===== src/design/tsm_pkg.sv =====
// tsm_pkg: shared types and constants of the timestamp window matcher
// no dependencies; imported by every module of the block but tsm_mem
package tsm_pkg;

  localparam int unsigned TIME_W = 48;
  localparam int unsigned SEQ_W  = 32;
  localparam int unsigned UTC_W  = 25;
  localparam int unsigned WIN_W  = 20;

  // match window after reset, in microseconds
  localparam logic [WIN_W-1:0] WIN_RESET = 20'd50000;

  // event kinds
  localparam logic FUNC_SYNC = 1'b0;
  localparam logic FUNC_GNSS = 1'b1;

  // one entry of the sync pulse queue
  typedef struct packed {
    logic [TIME_W-1:0] hw_time;
    logic [SEQ_W-1:0]  seq;
    logic [TIME_W-1:0] sys_time;
  } tsm_pulse_t;

  // one entry of the gnss queue
  typedef struct packed {
    logic [UTC_W-1:0]  utc;
    logic [TIME_W-1:0] sys_time;
  } tsm_gnss_t;

  // one matched pair
  typedef struct packed {
    logic [TIME_W-1:0] imu_hw_time;
    logic [TIME_W-1:0] imu_sys_time;
    logic [SEQ_W-1:0]  pulse_seq;
    logic [UTC_W-1:0]  gnss_utc;
    logic [TIME_W-1:0] gnss_sys_time;
  } tsm_rec_t;

  // scan control to result staging
  typedef struct packed {
    logic     match;  // new matched pair in rec
    logic     flush;  // scan of this event is over
    tsm_rec_t rec;
  } tsm_res_cmd_t;

  // scan sequencer states
  typedef enum logic [2:0] {
    S_IDLE,
    S_GRD,
    S_GLAT,
    S_PRD,
    S_PCMP,
    S_FIN
  } tsm_state_e;

endpackage


===== src/design/timestamp_window_matcher.sv =====
// sync pulse event: taken while idle, busy stays low, no result.
// gnss event: busy while G gnss entries are examined and P pulse entries
// compared; each compare waits on one read of the pulse memory.
// a non-final result strobes in the cycle after its successor is found; the final
// one in the first cycle busy is low again. results cannot be stalled.
// reset (async, active low): both queues empty, match window 50000 us.
module timestamp_window_matcher import tsm_pkg::*; #(
  parameter int unsigned GNSS_DEPTH  = 16,
  parameter int unsigned PULSE_DEPTH = 8
) (
  input  logic              clk_i,
  input  logic              rst_ni,
  input  logic              cfg_we_i,
  input  logic [WIN_W-1:0]  cfg_wdata_i,
  input  logic              start,
  output logic              busy,
  input  logic              func_i,
  input  logic [TIME_W-1:0] event_sys_time_i,
  input  logic [TIME_W-1:0] imu_hw_time_i,
  input  logic [SEQ_W-1:0]  pulse_seq_i,
  input  logic [UTC_W-1:0]  gnss_utc_i,
  output logic              result_valid_o,
  output logic [TIME_W-1:0] out_imu_hw_time_o,
  output logic [TIME_W-1:0] out_imu_sys_time_o,
  output logic [SEQ_W-1:0]  out_pulse_seq_o,
  output logic [UTC_W-1:0]  out_gnss_utc_o,
  output logic [TIME_W-1:0] out_gnss_sys_time_o,
  output logic              last_o
);

  localparam int unsigned PAW = $clog2(PULSE_DEPTH);
  localparam int unsigned GAW = $clog2(GNSS_DEPTH);

  logic [WIN_W-1:0] window_q;
  logic             pmem_we, pmem_re;
  logic [PAW-1:0]   pmem_waddr, pmem_raddr;
  tsm_pulse_t       pmem_wdata, pmem_rdata;
  logic             gmem_we, gmem_re;
  logic [GAW-1:0]   gmem_waddr, gmem_raddr;
  tsm_gnss_t        gmem_wdata, gmem_rdata;
  tsm_res_cmd_t     res_cmd;
  tsm_rec_t         rec;

  // match window register
  always_ff @(posedge clk_i or negedge rst_ni) begin
    if (!rst_ni) begin
      window_q <= WIN_RESET;
    end else if (cfg_we_i) begin
      window_q <= cfg_wdata_i;
    end
  end

  // pulse queue storage
  tsm_mem #(
    .DEPTH (PULSE_DEPTH),
    .WIDTH ($bits(tsm_pulse_t))
  ) u_pmem (
    .clk_i   (clk_i),
    .we_i    (pmem_we),
    .waddr_i (pmem_waddr),
    .wdata_i (pmem_wdata),
    .re_i    (pmem_re),
    .raddr_i (pmem_raddr),
    .rdata_o (pmem_rdata)
  );

  // gnss queue storage
  tsm_mem #(
    .DEPTH (GNSS_DEPTH),
    .WIDTH ($bits(tsm_gnss_t))
  ) u_gmem (
    .clk_i   (clk_i),
    .we_i    (gmem_we),
    .waddr_i (gmem_waddr),
    .wdata_i (gmem_wdata),
    .re_i    (gmem_re),
    .raddr_i (gmem_raddr),
    .rdata_o (gmem_rdata)
  );

  // queue pointers and scan
  tsm_ctrl #(
    .GNSS_DEPTH  (GNSS_DEPTH),
    .PULSE_DEPTH (PULSE_DEPTH)
  ) u_ctrl (
    .clk_i            (clk_i),
    .rst_ni           (rst_ni),
    .start            (start),
    .func_i           (func_i),
    .event_sys_time_i (event_sys_time_i),
    .imu_hw_time_i    (imu_hw_time_i),
    .pulse_seq_i      (pulse_seq_i),
    .gnss_utc_i       (gnss_utc_i),
    .window_i         (window_q),
    .busy             (busy),
    .pmem_we_o        (pmem_we),
    .pmem_waddr_o     (pmem_waddr),
    .pmem_wdata_o     (pmem_wdata),
    .pmem_re_o        (pmem_re),
    .pmem_raddr_o     (pmem_raddr),
    .pmem_rdata_i     (pmem_rdata),
    .gmem_we_o        (gmem_we),
    .gmem_waddr_o     (gmem_waddr),
    .gmem_wdata_o     (gmem_wdata),
    .gmem_re_o        (gmem_re),
    .gmem_raddr_o     (gmem_raddr),
    .gmem_rdata_i     (gmem_rdata),
    .res_cmd_o        (res_cmd)
  );

  // result staging
  tsm_out u_out (
    .clk_i     (clk_i),
    .rst_ni    (rst_ni),
    .res_cmd_i (res_cmd),
    .valid_o   (result_valid_o),
    .rec_o     (rec),
    .last_o    (last_o)
  );

  assign out_imu_hw_time_o   = rec.imu_hw_time;
  assign out_imu_sys_time_o  = rec.imu_sys_time;
  assign out_pulse_seq_o     = rec.pulse_seq;
  assign out_gnss_utc_o      = rec.gnss_utc;
  assign out_gnss_sys_time_o = rec.gnss_sys_time;

endmodule


===== src/design/tsm_mem.sv =====
// tsm_mem: simple dual port ram, one write port, one read port, registered read
// no dependencies; holds the entries of one ring queue
module tsm_mem #(
  parameter int unsigned DEPTH = 8,
  parameter int unsigned WIDTH = 128
) (
  input  logic                     clk_i,
  input  logic                     we_i,
  input  logic [$clog2(DEPTH)-1:0] waddr_i,
  input  logic [WIDTH-1:0]         wdata_i,
  input  logic                     re_i,
  input  logic [$clog2(DEPTH)-1:0] raddr_i,
  output logic [WIDTH-1:0]         rdata_o
);

  logic [WIDTH-1:0] mem_q [DEPTH];
  logic [WIDTH-1:0] rdata_q;

  // write port
  always_ff @(posedge clk_i) begin
    if (we_i) begin
      mem_q[waddr_i] <= wdata_i;
    end
  end

  // read port, registered output
  always_ff @(posedge clk_i) begin
    if (re_i) begin
      rdata_q <= mem_q[raddr_i];
    end
  end

  assign rdata_o = rdata_q;

endmodule


===== src/design/tsm_ctrl.sv =====
// tsm_ctrl: queue pointers and scan sequencer of the timestamp window matcher
// depends on tsm_pkg; drives the ports of the pulse and gnss queue memories
module tsm_ctrl import tsm_pkg::*; #(
  parameter int unsigned GNSS_DEPTH  = 16,
  parameter int unsigned PULSE_DEPTH = 8
) (
  input  logic                           clk_i,
  input  logic                           rst_ni,
  input  logic                           start,
  input  logic                           func_i,
  input  logic [TIME_W-1:0]              event_sys_time_i,
  input  logic [TIME_W-1:0]              imu_hw_time_i,
  input  logic [SEQ_W-1:0]               pulse_seq_i,
  input  logic [UTC_W-1:0]               gnss_utc_i,
  input  logic [WIN_W-1:0]               window_i,
  output logic                           busy,
  output logic                           pmem_we_o,
  output logic [$clog2(PULSE_DEPTH)-1:0] pmem_waddr_o,
  output tsm_pulse_t                     pmem_wdata_o,
  output logic                           pmem_re_o,
  output logic [$clog2(PULSE_DEPTH)-1:0] pmem_raddr_o,
  input  tsm_pulse_t                     pmem_rdata_i,
  output logic                           gmem_we_o,
  output logic [$clog2(GNSS_DEPTH)-1:0]  gmem_waddr_o,
  output tsm_gnss_t                      gmem_wdata_o,
  output logic                           gmem_re_o,
  output logic [$clog2(GNSS_DEPTH)-1:0]  gmem_raddr_o,
  input  tsm_gnss_t                      gmem_rdata_i,
  output tsm_res_cmd_t                   res_cmd_o
);

  localparam int unsigned PAW = $clog2(PULSE_DEPTH);
  localparam int unsigned PCW = $clog2(PULSE_DEPTH + 1);
  localparam int unsigned PSW = PAW + 1;
  localparam int unsigned GAW = $clog2(GNSS_DEPTH);
  localparam int unsigned GCW = $clog2(GNSS_DEPTH + 1);
  localparam int unsigned GSW = GAW + 1;

  tsm_state_e         state_q, state_d;
  logic [PAW-1:0]     phead_q, phead_d;
  logic [PCW-1:0]     pcnt_q, pcnt_d;
  logic [GAW-1:0]     ghead_q, ghead_d;
  logic [GCW-1:0]     gcnt_q, gcnt_d;
  logic [PCW-1:0]     j_q, j_d;
  logic [TIME_W:0]    gplus_q, gplus_d;
  logic               p_late;
  logic               p_hit;
  logic [PCW-1:0]     pop_n;

  // ring offset: base + off wraps once at most
  function automatic logic [PAW-1:0] pwrap(input logic [PAW-1:0] base,
                                           input logic [PCW-1:0] off);
    logic [PSW-1:0] sum;
    sum = PSW'(base) + PSW'(off);
    if (sum >= PSW'(PULSE_DEPTH)) begin
      sum = sum - PSW'(PULSE_DEPTH);
    end
    return sum[PAW-1:0];
  endfunction

  function automatic logic [GAW-1:0] gwrap(input logic [GAW-1:0] base,
                                           input logic [GCW-1:0] off);
    logic [GSW-1:0] sum;
    sum = GSW'(base) + GSW'(off);
    if (sum >= GSW'(GNSS_DEPTH)) begin
      sum = sum - GSW'(GNSS_DEPTH);
    end
    return sum[GAW-1:0];
  endfunction

  // window compares against the pulse entry just read
  assign p_late = gplus_q < {1'b0, pmem_rdata_i.sys_time};
  assign p_hit  = {1'b0, gmem_rdata_i.sys_time}
                < ({1'b0, pmem_rdata_i.sys_time} + (TIME_W + 1)'(window_i));
  assign pop_n  = p_late ? j_q : j_q + PCW'(1);

  assign busy = (state_q != S_IDLE);

  // state and pointer registers
  always_ff @(posedge clk_i or negedge rst_ni) begin
    if (!rst_ni) begin
      state_q <= S_IDLE;
      phead_q <= '0;
      pcnt_q  <= '0;
      ghead_q <= '0;
      gcnt_q  <= '0;
      j_q     <= '0;
    end else begin
      state_q <= state_d;
      phead_q <= phead_d;
      pcnt_q  <= pcnt_d;
      ghead_q <= ghead_d;
      gcnt_q  <= gcnt_d;
      j_q     <= j_d;
    end
  end

  always_ff @(posedge clk_i) begin
    gplus_q <= gplus_d;
  end

  // memory writes happen only in idle and reads only while busy,
  // so a read never overlaps a write of the same entry
  always_comb begin
    state_d      = state_q;
    phead_d      = phead_q;
    pcnt_d       = pcnt_q;
    ghead_d      = ghead_q;
    gcnt_d       = gcnt_q;
    j_d          = j_q;
    gplus_d      = gplus_q;
    pmem_we_o    = 1'b0;
    pmem_waddr_o = pwrap(phead_q, pcnt_q);
    pmem_wdata_o = '{hw_time: imu_hw_time_i, seq: pulse_seq_i,
                     sys_time: event_sys_time_i};
    pmem_re_o    = 1'b0;
    pmem_raddr_o = pwrap(phead_q, j_q);
    gmem_we_o    = 1'b0;
    gmem_waddr_o = gwrap(ghead_q, gcnt_q);
    gmem_wdata_o = '{utc: gnss_utc_i, sys_time: event_sys_time_i};
    gmem_re_o    = 1'b0;
    gmem_raddr_o = ghead_q;
    res_cmd_o    = '0;
    res_cmd_o.rec = '{imu_hw_time:   pmem_rdata_i.hw_time,
                      imu_sys_time:  pmem_rdata_i.sys_time,
                      pulse_seq:     pmem_rdata_i.seq,
                      gnss_utc:      gmem_rdata_i.utc,
                      gnss_sys_time: gmem_rdata_i.sys_time};

    unique case (state_q)
      S_IDLE: begin
        if (start) begin
          if (func_i == FUNC_SYNC) begin
            // push pulse, full queue drops its oldest entry
            pmem_we_o = 1'b1;
            if (pcnt_q == PCW'(PULSE_DEPTH)) begin
              phead_d = pwrap(phead_q, PCW'(1));
            end else begin
              pcnt_d = pcnt_q + PCW'(1);
            end
          end else begin
            gmem_we_o = 1'b1;
            if (gcnt_q == GCW'(GNSS_DEPTH)) begin
              ghead_d = gwrap(ghead_q, GCW'(1));
            end else begin
              gcnt_d = gcnt_q + GCW'(1);
            end
            state_d = S_GRD;
          end
        end
      end
      S_GRD: begin
        // fetch the oldest pending gnss entry
        if (gcnt_q == '0) begin
          state_d = S_FIN;
        end else begin
          gmem_re_o = 1'b1;
          state_d   = S_GLAT;
        end
      end
      S_GLAT: begin
        gplus_d = {1'b0, gmem_rdata_i.sys_time} + (TIME_W + 1)'(window_i);
        j_d     = '0;
        state_d = S_PRD;
      end
      S_PRD: begin
        // every pulse too early: clear pulse queue, keep gnss entries
        if (j_q == pcnt_q) begin
          phead_d = '0;
          pcnt_d  = '0;
          state_d = S_FIN;
        end else begin
          pmem_re_o = 1'b1;
          state_d   = S_PCMP;
        end
      end
      S_PCMP: begin
        if (p_late || p_hit) begin
          // pop scanned pulses and retire the gnss entry
          phead_d = pwrap(phead_q, pop_n);
          pcnt_d  = pcnt_q - pop_n;
          ghead_d = gwrap(ghead_q, GCW'(1));
          gcnt_d  = gcnt_q - GCW'(1);
          res_cmd_o.match = !p_late;
          state_d = S_GRD;
        end else begin
          j_d     = j_q + PCW'(1);
          state_d = S_PRD;
        end
      end
      S_FIN: begin
        res_cmd_o.flush = 1'b1;
        state_d = S_IDLE;
      end
      default: begin
        state_d = S_IDLE;
      end
    endcase
  end

endmodule


===== src/design/tsm_out.sv =====
// tsm_out: result staging, holds one match back until its last flag is known
// depends on tsm_pkg; fed by tsm_ctrl
module tsm_out import tsm_pkg::*; (
  input  logic         clk_i,
  input  logic         rst_ni,
  input  tsm_res_cmd_t res_cmd_i,
  output logic         valid_o,
  output tsm_rec_t     rec_o,
  output logic         last_o
);

  logic     hold_v_q, hold_v_d;
  tsm_rec_t hold_q, hold_d;
  logic     out_v_q, out_v_d;
  tsm_rec_t out_q, out_d;
  logic     last_q, last_d;

  // a new match pushes the held one out, end of scan releases it as last
  always_comb begin
    hold_v_d = hold_v_q;
    hold_d   = hold_q;
    out_v_d  = 1'b0;
    out_d    = out_q;
    last_d   = last_q;
    if (res_cmd_i.match) begin
      hold_v_d = 1'b1;
      hold_d   = res_cmd_i.rec;
      if (hold_v_q) begin
        out_v_d = 1'b1;
        out_d   = hold_q;
        last_d  = 1'b0;
      end
    end else if (res_cmd_i.flush) begin
      hold_v_d = 1'b0;
      if (hold_v_q) begin
        out_v_d = 1'b1;
        out_d   = hold_q;
        last_d  = 1'b1;
      end
    end
  end

  always_ff @(posedge clk_i or negedge rst_ni) begin
    if (!rst_ni) begin
      hold_v_q <= 1'b0;
      out_v_q  <= 1'b0;
    end else begin
      hold_v_q <= hold_v_d;
      out_v_q  <= out_v_d;
    end
  end

  // payload
  always_ff @(posedge clk_i) begin
    hold_q <= hold_d;
    out_q  <= out_d;
    last_q <= last_d;
  end

  assign valid_o = out_v_q;
  assign rec_o   = out_q;
  assign last_o  = last_q;

endmodule


===== config.mk =====
export PLATFORM = sky130hd
export DESIGN_NAME = timestamp_window_matcher
export DESIGN_NICKNAME = d
export VERILOG_FILES = /design/src/design/tsm_pkg.sv /design/src/design/timestamp_window_matcher.sv /design/src/design/tsm_mem.sv /design/src/design/tsm_ctrl.sv /design/src/design/tsm_out.sv
export SDC_FILE = /design/constraint.sdc
export NUM_CORES = 2
export LEC_CHECK = 0
export BUFFER_PORTS_ARGS = -buffer_cell sky130_fd_sc_hd__buf_2
export CAP_MARGIN = 20
export CORE_ASPECT_RATIO = 0.75
export CORE_MARGIN = 2
export CORE_UTILIZATION = 61
export CTS_CLUSTER_SIZE = 24
export DETAILED_ROUTE_END_ITERATION = 6
export GPL_ROUTABILITY_DRIVEN = 0
export PLACE_DENSITY = 0.79
export SLEW_MARGIN = 20
export SYNTH_ARGS = -nofsm -noshare
export SYNTH_HDL_FRONTEND = slang
export SYNTH_SLANG_ARGS = --single-unit
export TNS_END_PERCENT = 1

===== constraint.sdc =====
create_clock -name clk_i -period 21.5 [get_ports clk_i]
set_clock_uncertainty 0.1 [all_clocks]
set_input_delay 2.15 -clock clk_i [delete_from_list [all_inputs] [get_ports clk_i]]
set_output_delay 2.15 -clock clk_i [all_outputs]
set_load 0.05 [all_outputs]

Word-level counts from Yosys, hierarchy flattened
Memories as Yosys holds them, arrays and structs flattened. A register that Yosys moved wholly into a read port is not among the register bits.
Index checks and enable logic that the tools add are counted.
{"block": "totals", "register_bits": 497, "mem_bits_rw": 2192, "inputBits": 178, "out_inout_bits": 204, "word_cells": 150, "memories": 2}
{"name": "u_gmem.mem_q", "depth": 16, "word_bits": 73, "read_ports": 1, "rd_ports_with_merged_regs": 1, "write_ports": 1, "line": "tsm_mem.sv:16", "text": "logic [WIDTH-1:0] mem_q [DEPTH];"}
{"name": "u_pmem.mem_q", "depth": 8, "word_bits": 128, "read_ports": 1, "rd_ports_with_merged_regs": 1, "write_ports": 1, "line": "tsm_mem.sv:16"}
{"block": "classes", "n_addsub": 19, "n_lt_le_gt_ge": 8, "n_eq_ne": 18, "muxes": 66, "n_reduce_logical": 16}
{"cell": "201-bit 2-to-1 mux", "n": 3}
{"cell": "48-bit by 20-bit adder with 49-bit output", "n": 2}
{"cell": "4-bit 2-to-1 mux", "n": 13}
{"cell": "48-bit by 49-bit less-than comparator with 1-bit output", "n": 1}
{"cell": "49-bit by 48-bit less-than comparator with 1-bit output", "n": 1}
{"cell": "3-bit 2-to-1 mux", "n": 12}
{"cell": "1-bit 2-to-1 mux", "n": 27}
{"cell": "5-bit 2-to-1 mux", "n": 4}
{"cell": "4-bit >= comparator (second input constant)", "n": 4}
{"cell": "4-bit one-hot mux with 2 select lines", "n": 2}
{"cell": "3-bit one-hot mux with 5 select lines", "n": 1}
{"cell": "3-bit by 4-bit adder with 4-bit output", "n": 3}
{"cell": "2-bit != test (second input constant)", "n": 6}
{"cell": "4-bit one-hot mux with 3 select lines", "n": 1}
{"cell": "6-bit AND reduction", "n": 2}
{"cell": "3-bit by 1-bit subtractor with 3-bit output (second input constant)", "n": 4}
{"cell": "5-bit >= comparator (second input constant)", "n": 2}
{"cell": "5-bit one-hot mux with 2 select lines", "n": 1}
{"cell": "5-bit AND reduction", "n": 2}
{"cell": "3-bit one-hot mux with 3 select lines", "n": 1}
{"cell": "4-bit by 1-bit adder with 4-bit output (second input constant)", "n": 2}
{"cell": "2-bit by 1-bit != test with 1-bit output (second input constant)", "n": 4}
{"cell": "4-bit by 1-bit subtractor with 4-bit output (second input constant)", "n": 2}
{"cell": "3-bit by 2-bit == test with 1-bit output (second input constant)", "n": 2}
{"cell": "other kinds (19)", "n": 25}

Logic depth before layout (Yosys ltp)
{"block": "depth", "depth_word": 7, "depth_mapped": 23, "depth_no_buf": 22}

Hierarchy
A second synthesis with hierarchy kept.
{"block": "hier_totals", "hier_cells": 5302, "hier_area_um2": 113227.3}
{"mod": "tsm_mem at u_gmem", "n_inst": 1, "cells_per_inst": 1875, "area_per_inst_um2": 45857.7}
{"mod": "tsm_mem at u_pmem", "n_inst": 1, "cells_per_inst": 1620, "area_per_inst_um2": 42836.1}
{"mod": "tsm_out", "n_inst": 1, "cells_per_inst": 411, "area_per_inst_um2": 12179.2}
{"mod": "tsm_ctrl", "n_inst": 1, "cells_per_inst": 1354, "area_per_inst_um2": 11523.6}
{"mod": "timestamp_window_matcher", "n_inst": 1, "cells_per_inst": 42, "area_per_inst_um2": 830.8}

Worst setup path after synthesis
No wires, ideal clock.
{"block": "synth_timing", "path_kind": "register to register", "startpoint": "register u_pmem.rdata_q[0] (netlist: u_pmem.rdata_o[0]) (read register of u_pmem.mem_q)", "endpoint": "register u_out.out_q (netlist bit u_out.rec_o[0]) (enable)", "arrival_ns": 18.284, "required_ns": 20.332, "path_slack_ns": 2.048, "stages_incl_launch_ff": 24, "n_path_buf": 1, "path_cell_list": "edfxtp_1 -> ha_1 -> inv_1 -> fa_1 -> nand2b_1 -> a21oi_1 -> o21a_1 -> o211a_1 -> o31ai_2 -> nor2_1 -> nand3_1 -> nor3_1 -> xnor2_1 -> ha_1 -> a21oi_1 -> o22ai_1 -> o21ai_0 -> nand2b_1 -> a32oi_1 -> o211a_1 -> a31oi_1 -> or2_2 -> clkbuf_1 -> a21boi_0"}
{"block": "synth_via", "elab_chain_len": 6}
{"element": "start, declared", "line": "tsm_mem.sv:17", "text": "logic [WIDTH-1:0] rdata_q;"}
{"element": "48-bit by 20-bit adder with 49-bit output", "line": "tsm_ctrl.sv:74", "text": "< ({1'b0, pmem_rdata_i.sys_time} + (TIME_W + 1)'(window_i));"}
{"element": "48-bit by 49-bit less-than comparator with 1-bit output", "line": "tsm_ctrl.sv:74"}
{"element": "1-bit logical OR", "line": "tsm_ctrl.sv:178", "text": "if (p_late || p_hit) begin"}
{"element": "1-bit 2-to-1 mux (*)", "line": "tsm_ctrl.sv:178"}
{"element": "1-bit 2-to-1 mux (*)", "line": "tsm_ctrl.sv:130", "text": "unique case (state_q)"}
{"element": "2-bit nonzero test (no source line) (*)"}
{"element": "end signal, assigned", "line": "tsm_out.sv:56", "text": "out_q <= out_d;"}
{"element": "end, declared", "line": "tsm_out.sv:15", "text": "tsm_rec_t out_q, out_d;"}
Every way passes the cells marked *; elsewhere a longest branch is shown, timed or not.
A chain may end at the register's enable or synchronous reset.

Worst setup path after layout
{"block": "layout_timing", "startpoint": "register u_pmem.rdata_q[0] (netlist: u_pmem.rdata_o[0]) (read register of u_pmem.mem_q)", "endpoint": "register u_out.out_q (netlist bit u_out.rec_o[71]) (enable)"}
The elaborated chain is that of the path after synthesis.

==> metrics.md <==
| Metric | Value |
|---|---|
| Final net count | 5,660 |
| Row cnt | approximately 130 |
| Hold WC Path Type | reg2reg |
| Hold Violations, Final | 0 |
| Clock H-tree levels | 5 |
| Filler instances | roughly 10,000 |
| CTS resizes | 0 |
| Finished Layout Cells | 7,927 |
| # hold bufs at CTS | 0 |
| Area delta synth->final | 12.5% |
| Die height | 371 um |
| Hold Path Depth | 0 |
| Initial antenna violation count | between 50 and 60 |
| Vias/cell | approximately 6.7 |
| Most common cell after layout, fill and taps aside | edfxtp_1 |
| Period utilisation layout | between 30% and 40% |
| Total number of vias | 53,144 |
| Final TNS setup | 0 ns |
| Largest net degree at the start of global routing | ~160 |
| RSZ-0062 raised after global routing | no |
| Initial DRC count | 7,464 |
| Status | finished clean |
| Flops & latches, synth | about 2,900 |
| Cell Pwr Density | ~130 nW/um2 |
| Vias in the first global route | 53,665 |
| Post-synth cell types | a little over 70 |
| Syn Inst Count | roughly 4,800 |
| Clock Path Buffers | 4 |
| Reg clk slew, reported paths | around 0.060 ns |
| Leak | slightly below 40 nW |
| First-pass GRT wire length | approximately 380,000 um |
| Worst relative slew slack | 19.2% |
| Clk_lat worst skew | 0.91 ns |
| Synth Area per Inst | between 20 and 25 um2 |
| # clock sinks | between 2,000 and 3,000 |
| Max-Cap Viols | 0 |
| DIE WIDTH | just under 500 um |
| Mapped Nets | between 5,000 and 6,000 |
| Worst Hold Slack | slightly below 0.3 ns |
| Share of layout cells above drive strength 1 | 29.9% |
| Synthesized cell area | between 100,000 and 150,000 um2 |
| Reg-to-Reg End | u_out.rec_o[71] |
| CTS tree | built |
| Seq/Total Area, Yosys | about four fifths |
| Critical Path Start Type | register |
| Warnings from Yosys | 0 |
| Max Freq | ~0.14 GHz |
| Full die area | 183,000 um2 |
| Cts bufs inserted | between 200 and 300 |
| Crit end category | register |
| Cells on worst reg2reg path | 24 |
| Worst slew pin tran | ~1.2 ns |
| Initial Util | between 60% and 70% |
| CP Launch Point | u_pmem.rdata_o[0] |
| Worst Hold Path EP | u_out.rec_o[72] |
| GRT Total Usage | approximately 29% |
| Final setup viols | 0 |
| Port-buffer cells | ~380 |
| WL final | about 260,000 um |
| R2R Path Start | u_pmem.rdata_o[0] |
| Period minus WS final | ~7.4 ns |
| Req. time, crit path | about 22 ns |
| Crit Path Class | reg2reg |
| Drt wl/cell | 33.2 um |
| DRC | 0 |
| Detailed Routing Iterations Pass 1 | 6 |
| Cells after DPL | approximately 7,400 |
| Root buffer cell | clkbuf_16 |
| Pins Over Slew Limit | 0 |
| Top_reg_cell synth | edfxtp_1 |
| Core box area | between 150,000 and 200,000 um2 |
| Ys async rst share | about 1.6% |
| Number of setup buffers added after CTS | 0 |
| Antenna Violating Nets Remaining | 0 |
| Flop-to-flop setup slack | 14.11 ns |
| Total power | roughly 17 mW |
| Min-delay src | u_out.hold_q[72] |
| Arrival time at the worst endpoint | between 7 and 8 ns |
| Max VDD drop | around 0.00018 V |
| Post-synth EDFFs | between 2,000 and 3,000 |
| Dpl hpwl | about 140,000 um |
| Crit-path max FO | 149 |
| Most frequent cells in the layout | edfxtp_1 (2,845), mux4_2 (621), buf_2 (381) |
| Global route overflow | 0 |
| I/O pins | 382 |
[flip-flops by register name, summed over array words and instances (netlist names), 20 cells and up]
name / count
u_gmem.mem_q: 1168
window_q: 20
u_gmem.rdata_o: 73
u_out.hold_q: 201
u_ctrl.gplus_q: 49
u_out.rec_o: 201
u_pmem.mem_q: 1024
u_pmem.rdata_o: 128
[report_power, final]
group | leakage, nW | internal, mW | switching (mW)
Clock | 4.12 | 2.64 | 2.02
Combinational | 9.42 | 2.08 | 2.47
Sequential | 26.2 | 7.01 | 0.354
Total | 39.7 | 11.7 | 4.85
[logic make-up (layout without fill, tap and decap cells)]
logic type                 Yosys count  count (layout)  share of synthesized area, %
buffers and inverters              259            1024                         0.894
other                                0              26                             0
and+or+nand+nor                    315             315                          1.52
muxes                              783             783                          14.4
AOI/OAI and AO/OA                  238             238                          1.44
adders and majority gates          156             156                          1.84
DFF                               2890            2890                          79.0
xor gates and xnor gates           115             115                         0.919
[worst max-delay path, stage by stage (launching register included)]
cell      delay [ns]
edfxtp_1        0.41
ha_1            0.22
inv_1           0.07
fa_1            0.39
nand2b_1        0.19
a21oi_1         0.20
o21a_1          0.26
o211a_1         0.24
o31ai_2         0.17
nor2_1          0.52
nand3_1         0.24
nor3_1          0.26
xnor2_1         0.16
ha_1            0.27
a21oi_1         0.21
o22ai_1         0.13
o21ai_0         0.16
nand2b_1        0.08
a32oi_1         0.15
o211a_1         0.23
a31oi_1         0.06
or2_2           0.44
a21boi_4        0.18
buf_12          0.66
buf_4           0.79
[worst max-delay path by stage]
stage	end	slack, ns	depth (start not counted)
after CTS	u_out.rec_o[71]	14.18	24
final	u_out.rec_o[71]	14.11	24
after floorplan	u_out.rec_o[0]	2.05	23
after detailed placement	u_out.rec_o[66]	14.32	24
after global placement	u_out.rec_o[66]	14.55	22
after global routing	u_out.rec_o[71]	13.72	24
[synth_stat cells (all sizes together) (3+ instances only)]
master / count / area [um2]
a211o: 4 / 35.0
a211oi: 9 / 85.1
a21boi: 7 / 52.6
a21o: 28 / 210
a21oi: 70 / 350
a221o: 3 / 30.0
a311oi: 3 / 43.8
a31oi: 8 / 50.1
and2: 8 / 50.1
and3: 12 / 75.1
and4: 8 / 70.1
buf: 46 / 180
clkbuf: 125 / 469
dfrtp: 39 / 976
dfstp: 6 / 158
edfxtp: 2845 / 85400
fa: 8 / 160
ha: 148 / 1850
inv: 88 / 330
mux2: 156 / 1760
mux2i: 6 / 60.1
mux4: 621 / 14000
nand2: 61 / 229
nand2b: 10 / 62.6
nand3: 39 / 200
nand4: 21 / 146
nor2: 68 / 255
nor2b: 12 / 75.1
nor3: 30 / 165
nor4: 21 / 153
o211ai: 15 / 113
o21a: 13 / 97.6
o21ai: 48 / 240
o21bai: 6 / 45.0
o22ai: 3 / 18.8
o31ai: 5 / 42.5
or2: 3 / 18.8
or3: 11 / 73.8
xnor2: 83 / 727
xor2: 32 / 280
[routing by layer]
metal / GRT usage, % / up-vias / wire length, um
li1: - / 21094 / -
met1: 41.5 / 28110 / 100000
met2: 46.2 / 3400 / 130000
met3: 5.91 / 506 / 26300
met4: 8.63 / 34 / 6950
met5: 0 / - / 233
[stage by stage]
step           area, um2  worst slack, ns  utilization, %
6_report          123000            14.11            69.2
5_1_grt           123000            13.72            69.2
4_1_cts           123000            14.18            69.1
3_5_place_dp      115000            14.32            64.4
3_3_place_gp      115000            14.55            64.4
2_1_floorplan     110000             2.05               -
[area by class of cell]
type / instances / area [um2] / area share (%)
antenna: 26 / 65.1 / 0.0528
clock inverter: 127 / 1030 / 0.839
timing repair buffer: 460 / 2600 / 2.11
tap: 2380 / 2980 / 2.41
multi-input combinational: 1607 / 22300 / 18.1
inverter: 88 / 338 / 0.274
sequential: 2890 / 86600 / 70.2
clock buffer: 349 / 7420 / 6.02
No activity file was read; power rests on OpenSTA's default activity.
